==> config.mk <==
export PLATFORM = sky130hd
export DESIGN_NAME = file_directory_name_search
export DESIGN_NICKNAME = d
export VERILOG_FILES = /design/src/rtl/fdns_pkg.sv /design/src/rtl/fdns_core.sv /design/src/rtl/file_directory_name_search.sv
export SDC_FILE = /design/constraint.sdc
export NUM_CORES = 1
export LEC_CHECK = 0
export ABC_AREA = 1
export BUFFER_PORTS_ARGS = -buffer_cell sky130_fd_sc_hd__buf_4
export CELL_PAD_IN_SITES_DETAIL_PLACEMENT = 0
export CELL_PAD_IN_SITES_GLOBAL_PLACEMENT = 1
export CORE_ASPECT_RATIO = 1.2
export CORE_MARGIN = 2
export CORE_UTILIZATION = 45
export DETAILED_ROUTE_END_ITERATION = 8
export GPL_ROUTABILITY_DRIVEN = 0
export PLACE_DENSITY = 0.81
export RECOVER_POWER = 100
export SLEW_MARGIN = 5
export SYNTH_ARGS = -nofsm -noshare
export SYNTH_HDL_FRONTEND = slang
export SYNTH_SLANG_ARGS = --single-unit
==> constraint.sdc <==
create_clock -name clk -period 6 [get_ports clk]
set_input_delay 0.6 -clock clk [delete_from_list [all_inputs] [get_ports clk]]
set_output_delay 0.6 -clock clk [all_outputs]
set_load 0.03 [all_outputs]
==> src/rtl/fdns_pkg.sv <==
package fdns_pkg;

  // Directory layout: a count header, then fixed-size entries whose
  // header holds size, key and two reserved bytes ahead of the name.
  localparam int COUNT_BYTES  = 4;
  localparam int HEADER_BYTES = 8;
  localparam int SIZE_END     = 4;
  localparam int KEY_END      = 6;

  // Target name storage: seven 64-bit configuration words.
  localparam int NAME_WORDS = 7;
  localparam int NAME_MAX   = NAME_WORDS * 8;
  localparam int LEN_W      = 6;
  localparam int CFG_IDX_W  = 3;
  localparam int CFG_DATA_W = 64;

  // Configuration register indexes.
  localparam logic [CFG_IDX_W-1:0] REG_NAME_LENGTH = 3'd0;
  localparam logic [CFG_IDX_W-1:0] REG_NAME_WORD_0 = 3'd1;

  typedef enum logic [2:0] {
    PH_IDLE  = 3'b001,
    PH_COUNT = 3'b010,
    PH_ENTRY = 3'b100
  } fdns_phase_t;

  typedef struct packed {
    logic [LEN_W-1:0]              name_length;
    logic [NAME_MAX-1:0][7:0]      name_bytes;
  } fdns_cfg_t;

  typedef struct packed {
    logic        found;
    logic [15:0] entry_key;
    logic [31:0] entry_size;
  } fdns_result_t;

endpackage

==> src/rtl/fdns_core.sv <==
module fdns_core #(
  parameter int NAME_BYTES = 56
) (
  input  logic                 clk,
  input  logic                 rst,
  input  logic                 step,
  input  logic                 first,
  input  logic [7:0]           data_byte,
  input  fdns_pkg::fdns_cfg_t  cfg,
  output logic                 emit,
  output fdns_pkg::fdns_result_t result
);

  localparam int ENTRY_BYTES = fdns_pkg::HEADER_BYTES + NAME_BYTES;
  localparam int POS_W       = $clog2(ENTRY_BYTES);

  fdns_pkg::fdns_phase_t phase, phase_next, phase_eff;
  logic [POS_W-1:0] pos, pos_next, pos_start, name_pos;
  logic [31:0]      entries_left, entries_left_next, count_shift, left_dec;
  logic [31:0]      size_acc, size_acc_next;
  logic [15:0]      key_acc, key_acc_next;
  logic             matching, matching_next, matching_now, byte_ok;
  logic [fdns_pkg::LEN_W-1:0] n;
  logic [7:0]       tgt_byte;

  always_comb begin
    phase_eff   = first ? fdns_pkg::PH_COUNT : phase;
    pos_start   = first ? '0 : pos;
    count_shift = {(first ? 24'd0 : entries_left[23:0]), data_byte};
    left_dec    = entries_left - 32'd1;

    // Position within the name field, valid once past the entry header.
    name_pos = pos - POS_W'(fdns_pkg::HEADER_BYTES);
    n        = fdns_pkg::LEN_W'(name_pos);
    tgt_byte = cfg.name_bytes[n];

    if (pos < POS_W'(fdns_pkg::HEADER_BYTES)) begin
      byte_ok = 1'b1;
    end else if (n < cfg.name_length) begin
      byte_ok = (data_byte == tgt_byte);
    end else if (n == cfg.name_length) begin
      byte_ok = (data_byte == 8'd0);
    end else begin
      byte_ok = 1'b1;
    end
    matching_now = matching && byte_ok;

    phase_next        = phase_eff;
    pos_next          = pos_start;
    entries_left_next = entries_left;
    size_acc_next     = size_acc;
    key_acc_next      = key_acc;
    matching_next     = matching;
    emit              = 1'b0;
    result            = '0;

    unique case (phase_eff)
      fdns_pkg::PH_IDLE: begin
        phase_next = fdns_pkg::PH_IDLE;
      end
      fdns_pkg::PH_COUNT: begin
        entries_left_next = count_shift;
        if (pos_start != POS_W'(fdns_pkg::COUNT_BYTES - 1)) begin
          pos_next = pos_start + POS_W'(1);
        end else if (count_shift == 32'd0) begin
          emit       = 1'b1;
          phase_next = fdns_pkg::PH_IDLE;
          pos_next   = '0;
        end else begin
          phase_next    = fdns_pkg::PH_ENTRY;
          pos_next      = '0;
          size_acc_next = '0;
          key_acc_next  = '0;
          matching_next = 1'b1;
        end
      end
      fdns_pkg::PH_ENTRY: begin
        if (pos < POS_W'(fdns_pkg::SIZE_END)) begin
          size_acc_next = {size_acc[23:0], data_byte};
        end else if (pos < POS_W'(fdns_pkg::KEY_END)) begin
          key_acc_next = {key_acc[7:0], data_byte};
        end
        if (pos != POS_W'(ENTRY_BYTES - 1)) begin
          pos_next      = pos + POS_W'(1);
          matching_next = matching_now;
        end else if (matching_now &&
                     ({1'b0, cfg.name_length} < 7'(NAME_BYTES))) begin
          emit              = 1'b1;
          result.found      = 1'b1;
          result.entry_key  = key_acc;
          result.entry_size = size_acc;
          phase_next        = fdns_pkg::PH_IDLE;
          pos_next          = '0;
        end else if (left_dec == 32'd0) begin
          emit              = 1'b1;
          entries_left_next = left_dec;
          phase_next        = fdns_pkg::PH_IDLE;
          pos_next          = '0;
        end else begin
          entries_left_next = left_dec;
          pos_next          = '0;
          size_acc_next     = '0;
          key_acc_next      = '0;
          matching_next     = 1'b1;
        end
      end
      default: begin
        phase_next = fdns_pkg::PH_IDLE;
      end
    endcase
  end

  always_ff @(posedge clk) begin
    if (rst) begin
      phase        <= fdns_pkg::PH_IDLE;
      pos          <= '0;
      entries_left <= '0;
      size_acc     <= '0;
      key_acc      <= '0;
      matching     <= 1'b1;
    end else if (step) begin
      phase        <= phase_next;
      pos          <= pos_next;
      entries_left <= entries_left_next;
      size_acc     <= size_acc_next;
      key_acc      <= key_acc_next;
      matching     <= matching_next;
    end
  end

endmodule

==> src/rtl/file_directory_name_search.sv <==
// Path: an accepted item sits in the input register until it passes the parser, and the result
// register loads when the item that closes a directory passes, from where the result is taken.
// Throughput: one item per cycle; the parser advances one byte per accepted item.
// Only an item that produces a result waits while an earlier result is still stalled;
// every other item passes the parser and the input side keeps taking items.
// Reset (rst, synchronous, active high) clears the parser, both valids and the target name.
module file_directory_name_search #(
  parameter int NAME_BYTES = 56
) (
  input  logic        clk,
  input  logic        rst,

  // Input stream: one directory byte per item.
  input  logic        s_tvalid,
  output logic        s_tready,
  input  logic [7:0]  s_tdata,   // [7:0] data_byte
  input  logic        s_tuser,   // [0] first

  // Result stream: at most one item per directory.
  output logic        m_tvalid,
  input  logic        m_tready,
  output logic [47:0] m_tdata,   // [15:0] entry_key, [47:16] entry_size
  output logic        m_tuser,   // [0] found

  // Configuration write port.
  input  logic                                cfg_we,
  input  logic [fdns_pkg::CFG_IDX_W-1:0]      cfg_index,
  input  logic [fdns_pkg::CFG_DATA_W-1:0]     cfg_data
);

  // Target name and length. The user writes only while the block is idle (unenforced).
  fdns_pkg::fdns_cfg_t cfg;

  always_ff @(posedge clk) begin
    if (rst) begin
      cfg <= '0;
    end else if (cfg_we) begin
      if (cfg_index == fdns_pkg::REG_NAME_LENGTH) begin
        cfg.name_length <= cfg_data[fdns_pkg::LEN_W-1:0];
      end
      for (int w = 0; w < fdns_pkg::NAME_WORDS; w++) begin
        if (cfg_index == fdns_pkg::REG_NAME_WORD_0 + fdns_pkg::CFG_IDX_W'(w)) begin
          cfg.name_bytes[8*w +: 8] <= cfg_data;
        end
      end
    end
  end

  // Input register. The held item is handed to the parser unless it produces
  // a result while the result register is still holding an earlier one.
  logic       in_valid;
  logic       in_first;
  logic [7:0] in_byte;
  logic       fire;

  // Parser: all byte-level decoding and name comparison for one item.
  logic                   emit;
  fdns_pkg::fdns_result_t result;

  assign fire     = in_valid && (!emit || !m_tvalid || m_tready);
  assign s_tready = !in_valid || fire;

  always_ff @(posedge clk) begin
    if (rst) begin
      in_valid <= 1'b0;
    end else if (s_tready) begin
      in_valid <= s_tvalid;
    end
  end

  always_ff @(posedge clk) begin
    if (s_tvalid && s_tready) begin
      in_first <= s_tuser;
      in_byte  <= s_tdata;
    end
  end

  fdns_core #(
    .NAME_BYTES(NAME_BYTES)
  ) u_core (
    .clk      (clk),
    .rst      (rst),
    .step     (fire),
    .first    (in_first),
    .data_byte(in_byte),
    .cfg      (cfg),
    .emit     (emit),
    .result   (result)
  );

  // Result register. A waiting result stays until it is taken, even while
  // items that produce nothing keep passing the parser.
  always_ff @(posedge clk) begin
    if (rst) begin
      m_tvalid <= 1'b0;
    end else if (fire && emit) begin
      m_tvalid <= 1'b1;
    end else if (m_tready) begin
      m_tvalid <= 1'b0;
    end
  end

  always_ff @(posedge clk) begin
    if (fire && emit) begin
      m_tuser <= result.found;
      m_tdata <= {result.entry_size, result.entry_key};
    end
  end

endmodule

; ---- After elaboration in Yosys (flattened, before gate mapping)
; Index checks and enable logic that the tools add are counted.
[word_totals]
ff_bits = 604
inputBits = 81
out_inout_bits = 51
elab_cells = 180
[op_classes]
add_sub_neg = 4
order_cmp = 6
eq_ne = 19
muxes = 50
bitwise_logic = 2
n_reduce_logical = 30
[ops]
columns = cell, count
row1 = $mux 32, 8
row2 = $pmux 32 s2, 2
row3 = $mux 16, 7
row4 = $logic_not 32->1, 2
row5 = $mux 49, 1
row6 = $bmux 8 s6, 1
row7 = $pmux 16 s2, 1
row8 = $sub 32x1->32 const B, 1
row9 = $mux 24, 1
row10 = $mux 3, 6
row11 = $mux 6, 3
row12 = $reduce_and 2->1, 8
row13 = $eq 3x3->1 const B, 5
row14 = $mux 1, 15
row15 = $add 6x1->6 const B, 2
row16 = $lt 6x3->1 const B, 2
row17 = $pmux 6 s2, 1
row18 = $eq 3x2->1 const B, 3
row19 = $eq 8x8->1, 1
row20 = $logic_not 8->1, 1
row21 = $mux 8, 1
row22 = $ne 2x2->1 const B, 4
row23 = $reduce_and 4->1, 2
row24 = $lt 6x7->1 const B, 1
row25 = other kinds (20), 32

; ---- Logic depth before layout (Yosys ltp)
; Gate-level depths: netlist of the first run.
[logic_depth]
ltp_word = 17
ltp_mapped = 32
depth_no_buf = 28

; ---- By module
; A second synthesis of the first run with hierarchy kept.
[unflattened]
hier_cells = 4706
hier_area_um2 = 30301.6
[modules_own_cells]
columns = module, n_inst, cells_each, area_per_inst_um2, seq_area_each_um2
row1 = file_directory_name_search, 1, 2617, 19417.4, 10870.4
row2 = fdns_core, 1, 2089, 10884.2, 1801.7

; ---- Worst setup path after synthesis of the first run
; Ideal clock, no wire load.
[synth_timing]
path_kind = reg2reg
from = register u_core.pos[3]
to = register m_tdata[0] (enable)
setup_ps = 404
arrival_time_ps = 3852
required_time_ps = 5596
path_slack_ps = 1743
path_stages_with_launch = 24
n_path_buf = 0
period_less_slack_ps = 4257
path_cell_list = dfxtp_1 > inv_1 > ha_1 > xnor2_1 > inv_2 > ha_1 > nand2_1 > nor2_1 > o21ai_0 > nand2_1 > inv_1 > nand2_1 > inv_1 > nand2_1 > nor2_1 > nand3_1 > nand2_1 > nand3_1 > nand2_1 > nand2_1 > nand2_2 > a21oi_2 > nand2_1 > inv_1
[synth_between]
elab_chain_len = 16
word_cells_on_any_way = 24
cone_classes = add/sub: 1 / order compare: 2 / eq/ne: 4 / mux: 10 / reduce/logical: 7
[synth_rtl]
columns = element, line
row1 = from (decl), fdns_core.sv:18  ; logic [POS_W-1:0] pos, pos_next, pos_start, name_pos;
row2 = from (signal assigned), fdns_core.sv:123  ; pos <= pos_next;
row3 = $sub 6x4->6, fdns_core.sv:33  ; name_pos = pos - POS_W'(fdns_pkg::HEADER_BYTES);
row4 = $bmux 8 s6, fdns_core.sv:35  ; tgt_byte = cfg.name_bytes[n];
row5 = $mux 8 (not written as such), fdns_core.sv:35
row6 = $eq 8x8->1, fdns_core.sv:40  ; byte_ok = (data_byte == tgt_byte);
row7 = $mux 1, fdns_core.sv:39  ; end else if (n < cfg.name_length) begin
row8 = $mux 1, fdns_core.sv:37  ; if (pos < POS_W'(fdns_pkg::HEADER_BYTES)) begin
row9 = $logic_and 1x1->1, fdns_core.sv:46  ; matching_now = matching && byte_ok;
row10 = $logic_and 1x1->1, fdns_core.sv:86  ; end else if (matching_now &&
row11 = $mux 1, fdns_core.sv:86
row12 = $mux 1, fdns_core.sv:83  ; if (pos != POS_W'(ENTRY_BYTES - 1)) begin
row13 = $pmux 1 s2 *, fdns_core.sv:57  ; unique case (phase_eff)
row14 = $logic_not 1->1, file_directory_name_search.sv:60  ; assign fire = in_valid && (!emit || !m_tvalid || m_tready);
row15 = $logic_or 1x1->1 (2 in a row), file_directory_name_search.sv:60
row16 = $logic_and 1x1->1, file_directory_name_search.sv:60
row17 = $logic_and 1x1->1 *, file_directory_name_search.sv:104  ; if (fire && emit) begin
row18 = to (signal assigned), file_directory_name_search.sv:106  ; m_tdata <= {result.entry_size, result.entry_key};
row19 = to (decl), file_directory_name_search.sv:22  ; output logic [47:0] m_tdata,
; Mark *: on every way between the ends. The rest lies on a longest branch, timed or not. The select of a mux whose other input is x is not followed.
; A chain may end at the register's enable or synchronous reset.

; ---- Worst setup path in the final report of the first run
[layout_timing]
from = register u_core.pos[3]
to = register m_tdata[18] (enable)
; The elaborated chain is that of the path after synthesis.

==> results of run 1 <==
## through the flow
stage               instances  hold slack (ns)
global placement         4877            0.439
CTS                      4990            0.145
detailed placement       4877            0.444
floorplan                4179            0.429
finish                   4998            0.202
global route             4998            0.181
## cell families (layout without fill, tap and decap cells)
group,count (synthesis),count (layout),share of synthesized area (%)
compound gates,1006,1006,18.5
xor+xnor,32,32,0.982
fa+ha+maj,12,12,0.526
buf+inv,626,613,9.33
flops,604,604,44.4
other cells,0,8,0
simple gates,1899,1899,26.2
## worst max-delay path: stages (launching register included)
cell	delay, ns
dfxtp_1	0.33
buf_4	0.23
nor2_2	0.92
inv_1	0.47
a21oi_1	0.25
nor2_1	0.07
a21oi_1	0.15
nand2_1	0.06
nand2_1	0.10
nand2_1	0.06
nand2_1	0.06
nor2_1	0.05
nand3_1	0.09
nand2_1	0.12
nand3_1	0.12
nand2_1	0.07
nand2_1	0.06
nand2_1	0.09
a21oi_1	0.14
clkbuf_1	0.60
nand2_1	0.17
inv_1	0.11
clkbuf_4	0.58
## state kept, by name, summed over array words and instances, names as in the netlist
| name | count |
|---|---|
| in_valid | 1 |
| u_core.phase | 3 |
| u_core.matching | 1 |
| m_tvalid | 1 |
| u_core.entries_left | 32 |
| m_tdata | 48 |
| m_tuser | 1 |
| cfg | 454 |
| u_core.size_acc | 32 |
| u_core.key_acc | 16 |
| in_first | 1 |
| in_byte | 8 |
| u_core.pos | 6 |
## layout make-up
cell class	count	area (um2)
flip-flops and latches	604	12700
multi-input cells	2949	13200
repair buffers	175	1140
fillers	6568	31600
clock inverters	17	153
clock buffers	96	1940
well taps	824	1030
diodes	8	20.0
inverters	325	1230
## power by group through the flow
| stage | Sequential [uW] | Clock [uW] | Combinational [uW] |
|---|---|---|---|
| floorplan | 4340 | 0 | 678 |
| global placement | 4370 | 0 | 997 |
| global route | 4290 | 4210 | 1130 |
| detailed placement | 4370 | 0 | 999 |
| finish | 4280 | 3980 | 1010 |
| CTS | 4280 | 4070 | 1000 |
## per-layer routing
metal	track usage (%)	share of wire, %
met1	37.0	44
met2	46.2	47
met3	5.03	6.1
met4	11.6	3.5
met5	0	0.012
## layout by cell type, fill, tap and decap left out, types with 13 or more instances in the layout
cell and count:
o21ai_0 684, clkbuf_1 70, o211ai_1 77, a21oi_1 189, clkbuf_8 13, nor2_1 1219, nand3_1 162, edfxtp_1 58
buf_4 100, xor2_1 28, inv_1 310, dfxtp_1 543, nand2_1 464, clkbuf_16 68, nand4_1 20, o21ai_1 31
## worst paths after layout
| kind | to | slack [ns] | cells past startpoint |
|---|---|---|---|
| max | m_tdata[18]$_SDFFCE_PP0P_ | 0.67 | 22 |
| min | in_byte[5]$_DFFE_PP_ | 0.20 | 1 |
| min reg2reg | cfg[268]$_SDFFE_PP0P_ | 0.45 | 2 |
| max reg2reg | m_tdata[18]$_SDFFCE_PP0P_ | 0.67 | 22 |
==> key figures, run 1 <==
GRT
  • GRT Total Usage: 28.3%
  • Vias in the first global route: roughly 25000
  • Largest net degree at the start of global routing: 215
  • Initial antenna violation count: 13
  • First-pass GRT wire length: approximately 140000 um
  • Gr ovfl total: 0

Run
  • Max-cap violations: 7

Timing
  • Slew Limit Fails: 704
  • Clock Skew: approximately 0.024 ns
  • Minimum clock period: ~5.3 ns
  • Final setup fails: 0
  • Slew @ Worst Pin: roughly 3.5 ns
  • Period utilization: about nine tenths
  • Max-Slew Margin vs Limit: -134%
  • Final WS setup: 0.666 ns
  • Maximum clock frequency: between 150 and 200 MHz
  • Setup_tns: 0 ns
  • Count of final hold-check violations: 0
  • RSZ-0062 raised after global routing: no

Die
  • Core area: about 63000 um2
  • Die ar.: roughly 65000 um2
  • Boundary Pins: approximately 130
  • Row count: about 100
  • Initial Util: a little under half
  • Die height: between 200 and 300 um
  • Die Wd: approximately 230 um

Routing
  • Vias/cell: 5.38
  • Post-route ant nets: 0
  • DR vias: approximately 27000
  • DR pass1 iterations: 6
  • Wire length per cell: around 19 um
  • Total wire length: ~94000 um
  • DRC violations left: 0
  • Iter 0 DRT Violations: around 2100

Yosys
  • Synth area leader: dfxtp_1
  • Top post-synthesis cells by count: nor2_1, o21ai_0, dfxtp_1
  • Synth Flop Type: dfxtp_1
  • Number of synthesized flops with an enable pin: 58
  • Flops & latches, synth: 604
  • Yosys cell types: 44
  • Syn. warnings: 0
  • Post-synth top area share: around two fifths
  • Post-synthesis async set-or-reset flop share: 0%
  • Syn_area_per_cell: between 6 and 7 um2
  • Post-synthesis sequential area ratio: between 40 and 50%
  • Dominant cells by area after synthesis: dfxtp_1, nor2_1, o21ai_0, edfxtp_1, nand2_1
  • Count leader, synth: nor2_1
  • Cells after Synth: ~4200
  • Mapped Area: approximately 29000 um2
  • Syn Nets: roughly 4300

Final layout
  • Layout Nets: around 4200
  • Finished Core Util: roughly 50%
  • Final instance area: approximately 31000 um2
  • Area Overhead vs Synth: 10.1%
  • Share of layout cells above drive strength 1: under 10%

Clock network
  • Postcts setup bufs: 0
  • Clock transition at path regs: approximately 0.060 ns
  • Hold buffers post-CTS: 0
  • CTS tree: built
  • CTS buffer count: 66
  • Post-cts sizing count: 0
  • Clock sinks: about 600
  • CTS root buffer: clkbuf_16
  • Htree depth: 3
  • Clock latency on the worst-skew pair: between 0.6 and 0.7 ns
  • CTS Buffer Depth: 3

Placement
  • Worst slack at placement: approximately 1.3 ns
  • Post-DP Area: approximately 30000 um2
  • I/O Buffers: around 130
  • Post-DP HPWL: roughly 56000 um

Worst setup path
  • Crit path from: u_core.pos[3]$_SDFFE_PP0N_
  • Reg-to-Reg Start: u_core.pos[3]$_SDFFE_PP0N_
  • Critical Setup Path Class: flop to flop
  • Worst endpoint data arrival time: between 5 and 6 ns
  • Worst Setup End Kind: flop
  • CP Launch Type: flop
  • Worst-path fanout max: 49
  • Worst Path Required: 6.23 ns

Power and ir drop
  • Seq pwr share: between 40% and 50%
  • Combinational share of power: a little over a tenth
  • Switch Pwr: about 2500 uW
  • Pwr/cell area: between 200 and 300 nW/um2
  • Worst VDD drop: ~160 uV
  • Switching Share: between 20% and 30%
  • Overall power: between 9000 and 10000 uW
  • Clk network pwr share: a little over two fifths
  • Pint: 6790 uW
  • Pleak: around 0.014 uW

Outcome
  • Failing checks: max-capacitance violations, max-slew violations
  • Status: complete, but fails checks

Hold path
  • Worst hold start: s_tdata[5]
  • Worst Hold Class: input port to flop
No activity file was read; power rests on OpenSTA's default activity.
==> run 2, diff against run 1 <==
--- a/config.mk
+++ b/config.mk
@@ -11,10 +11,10 @@
 export CELL_PAD_IN_SITES_GLOBAL_PLACEMENT = 1
 export CORE_ASPECT_RATIO = 1.2
 export CORE_MARGIN = 2
-export CORE_UTILIZATION = 45
+export CORE_UTILIZATION = 40
 export DETAILED_ROUTE_END_ITERATION = 8
 export GPL_ROUTABILITY_DRIVEN = 0
-export PLACE_DENSITY = 0.81
+export PLACE_DENSITY = 0.77
 export RECOVER_POWER = 100
 export SLEW_MARGIN = 5
 export SYNTH_ARGS = -nofsm -noshare
==> constraint.sdc (replaced) <==
create_clock -name clk -period 4.4 [get_ports clk]
set_input_delay 0.44 -clock clk [delete_from_list [all_inputs] [get_ports clk]]
set_output_delay 0.44 -clock clk [all_outputs]
set_load 0.03 [all_outputs]
==> key figures, run 2 (synthesis results as in run 1) <==
GRT
  • Largest net degree at the start of global routing: 174 (-19%)
  • GRT Total Usage: 26.4% (-2.0 points)
  • Gr ovfl total: 0 (unchanged)
  • Vias in the first global route: 25000 (+1.2%)
  • Initial antenna violation count: 8 (-5)
  • First-pass GRT wire length: 151000 um (+4.7%)

Timing
  • Slew Limit Fails: 576 (-18%)
  • Max-Slew Margin vs Limit: -156% (-22 points)
  • Period utilization: 93.9%
  • Final WS setup: 0.268 ns (-0.398 ns)
  • Maximum clock frequency: approximately 240 MHz
  • Minimum clock period: 4.13 ns
  • Count of final hold-check violations: 0 (unchanged)
  • Clock Skew: 0.0296 ns (+0.00558 ns)
  • Final setup fails: 0 (unchanged)
  • Slew @ Worst Pin: 3.84 ns (+0.337 ns)

Final layout
  • Top flop regs: cfg (454), m_tdata (48)
  • Share of layout cells above drive strength 1: 6.92% (+0.92 points)
  • Area Overhead vs Synth: 13.1%
  • Most frequent cells in the layout: nor2_1, o21ai_0, dfxtp_1
  • Finished Core Util: 45.6% (-4.3 points)
  • Layout Nets: 4258 (+1.0%)
  • Fillers: 7353 (+12%)
  • Largest reg by FF count: cfg
  • Most common cell after layout, fill and taps aside: nor2_1
  • Max reg flops: 454 (unchanged)

Worst setup path
  • Reg2Reg Setup Slack: 0.41 ns (-0.26 ns)
  • Worst-path fanout max: 31 (-37%)
  • Worst Path Required: 3.96 ns (-2.27 ns)
  • Worst reg2reg path depth: 23 (+4.5%)
  • CP Launch Type: flop
  • Reg-to-Reg Start: u_core.pos[0]$_SDFFE_PP0N_
  • Critical Setup Path Class: flop to primary output
  • FF-to-FF End: u_core.size_acc[17]$_SDFFE_PP0P_
  • Worst Setup End Kind: primary output
  • Worst endpoint data arrival time: 3.69 ns (-1.88 ns)

Power and ir drop
  • Combinational share of power: 10.8% (about the same)
  • Pleak: 0.0142 uW (+2.5%)
  • Switching Share: 26.6% (-0.19 points)
  • Seq pwr share: 44.2% (-2.0 points)
  • Pwr/cell area: 410 nW/um2 (+39%)
  • Overall power: 13200 uW (+43%)
  • Pint: 9700 uW (+43%)
  • Clk network pwr share: 45.0% (+2.0 points)
  • Switch Pwr: 3520 uW (+42%)
  • Worst VDD drop: 293 uV (+79%)

Clock network
  • Htree depth: 3 (unchanged)
  • Clock latency on the worst-skew pair: 0.61 ns (about the same)
  • CTS Buffer Depth: 3 (unchanged)
  • CTS tree: built
  • Clock transition at path regs: 0.06 ns (about the same)
  • Clock sinks: 604 (unchanged)
  • CTS buffer count: 68 (+3.0%)
  • CTS root buffer: clkbuf_16

Run
  • Max-cap violations: 8 (+1)

Routing
  • DR vias: 27100 (+0.75%)
  • DR pass1 iterations: 5 (-1)
  • Total wire length: 98200 um (+4.2%)
  • Vias/cell: 5.25 (-2.3%)
  • Post-route ant nets: 0 (unchanged)
  • Iter 0 DRT Violations: 2264 (+7.1%)
  • Wire length per cell: 19.1 um (+1.0%)
  • DRC violations left: 0 (unchanged)

Die
  • Die height: 297 um (+6.0%)
  • Boundary Pins: 132 (unchanged)
  • Die ar.: 73500 um2 (+12%)
  • Core area: 70800 um2 (+12%)
  • Die Wd: 248 um (+6.0%)
  • Row count: 107 (+5.9%)
  • Initial Util: 40.3% (-5.0 points)

Hold path
  • Worst hold start: s_tvalid
  • Worst Hold Class: input port to flop
  • Cell depth of the worst hold path: 3 (+2)
  • Hold Crit Endpoint: in_valid$_SDFFE_PP0P_

Outcome
  • Failing checks: max-capacitance violations, max-slew violations
  • Status: complete, but fails checks

Placement
  • I/O Buffers: 131 (unchanged)
  • Worst slack at placement: 0.572 ns (-0.736 ns)
  • Post-DP HPWL: 60200 um (+6.9%)
[run 2: cell count changes in the layout (fill, tap and decap cells not counted), sizes merged]
cell,change
buf,+21
bufinv,+4
clkbuf,+18
clkinv,+2
clkinvlp,+1
diode,-2
dlygate4sd3,+9
inv,-1
[run 2: what timing repair did]
action / 4_1_cts / 5_1_grt
cloned: 0 / 1
hold buffers: 9 / 0
setup endpoints to repair: 1 / 1
endpoints found under the hold margin: 9 / 0
buffers inserted: 1 / 4
gates resized for setup: 1 / 12
[run 2: through the flow]
| stage | instances | hold WS (ns) | TNS (ns) | area [um2] |
|---|---|---|---|---|
| 2_1_floorplan | 4179 | 0.429 | 0 | 28500 |
| 3_3_place_gp | 5006 | 0.438 | 0 | 30100 |
| 3_5_place_dp | 5006 | 0.441 | 0 | 30100 |
| 4_1_cts | 5141 | 0.0797 | 0 | 32500 |
| 5_1_grt | 5152 | 0.115 | -0.00313 | 32300 |
| 6_report | 5152 | 0.106 | 0 | 32300 |
[run 2: final cells by class]
cell class | instances | area, um2 | area share [%]
well taps | 926 | 1160 | 3.59
diodes | 6 | 15.0 | 0.0465
flip-flops and latches | 604 | 12700 | 39.3
repair buffers | 217 | 1620 | 5.01
clock inverters | 23 | 272 | 0.842
inverters | 325 | 1240 | 3.83
clock buffers | 102 | 2050 | 6.36
multi-input cells | 2949 | 13200 | 41.0
[run 2: routing by layer]
layer  vias up  track usage (%)  wire, um
met4         0             8.38      2450
met1     12700             35.9     43600
met2       805             43.4     46500
li1      13400                -         -
met3       124             3.07      5560
met5         -                0         0
[run 2: power groups by stage]
stage	sequential [uW]	clock, uW	combinational (uW)
after global placement	5960	0	1400
after global routing	5860	6250	1600
final	5850	5950	1430
after floorplan	5920	0	925
after CTS	5840	6050	1420
after detailed placement	5960	0	1400
[run 2: worst max-delay path: stages (launching register included)]
cell and delay [ns]:
dfxtp_1 0.31, buf_4 0.27, nor2_2 0.16, buf_4 0.30, nand2_1 0.14, nand2_1 0.08, inv_1 0.04, nand2_1 0.07
nand2_1 0.07, nand2_1 0.10, nand2_1 0.07, nand3_1 0.15, nand2_1 0.07, inv_1 0.05, nand2_1 0.06, nor2_2 0.14
nand3_1 0.13, nand2_2 0.11, nand3_1 0.10, nand2_1 0.10, nand2_1 0.07, nand2_2 0.11, nand3_2 0.13, buf_4 0.21
[run 2: worst max-delay path by stage]
| stage | from | endpoint | slack [ns] |
|---|---|---|---|
| after detailed placement | u_core.pos[0]$_SDFFE_PP0N_ | u_core.entries_left[22]$_SDFFE_PP0P_ | 0.57 |
| after global placement | u_core.pos[3]$_SDFFE_PP0N_ | u_core.size_acc[22]$_SDFFE_PP0P_ | 0.58 |
| after floorplan | u_core.pos[3]$_SDFFE_PP0N_ | m_tdata[0]$_SDFFCE_PP0P_ | 0.14 |
| after global routing | u_core.pos[3]$_SDFFE_PP0N_ | s_tready | -0.003 |
| final | u_core.pos[3]$_SDFFE_PP0N_ | s_tready | 0.27 |
| after CTS | u_core.pos[4]$_SDFFE_PP0N_ | s_tready | 0.02 |
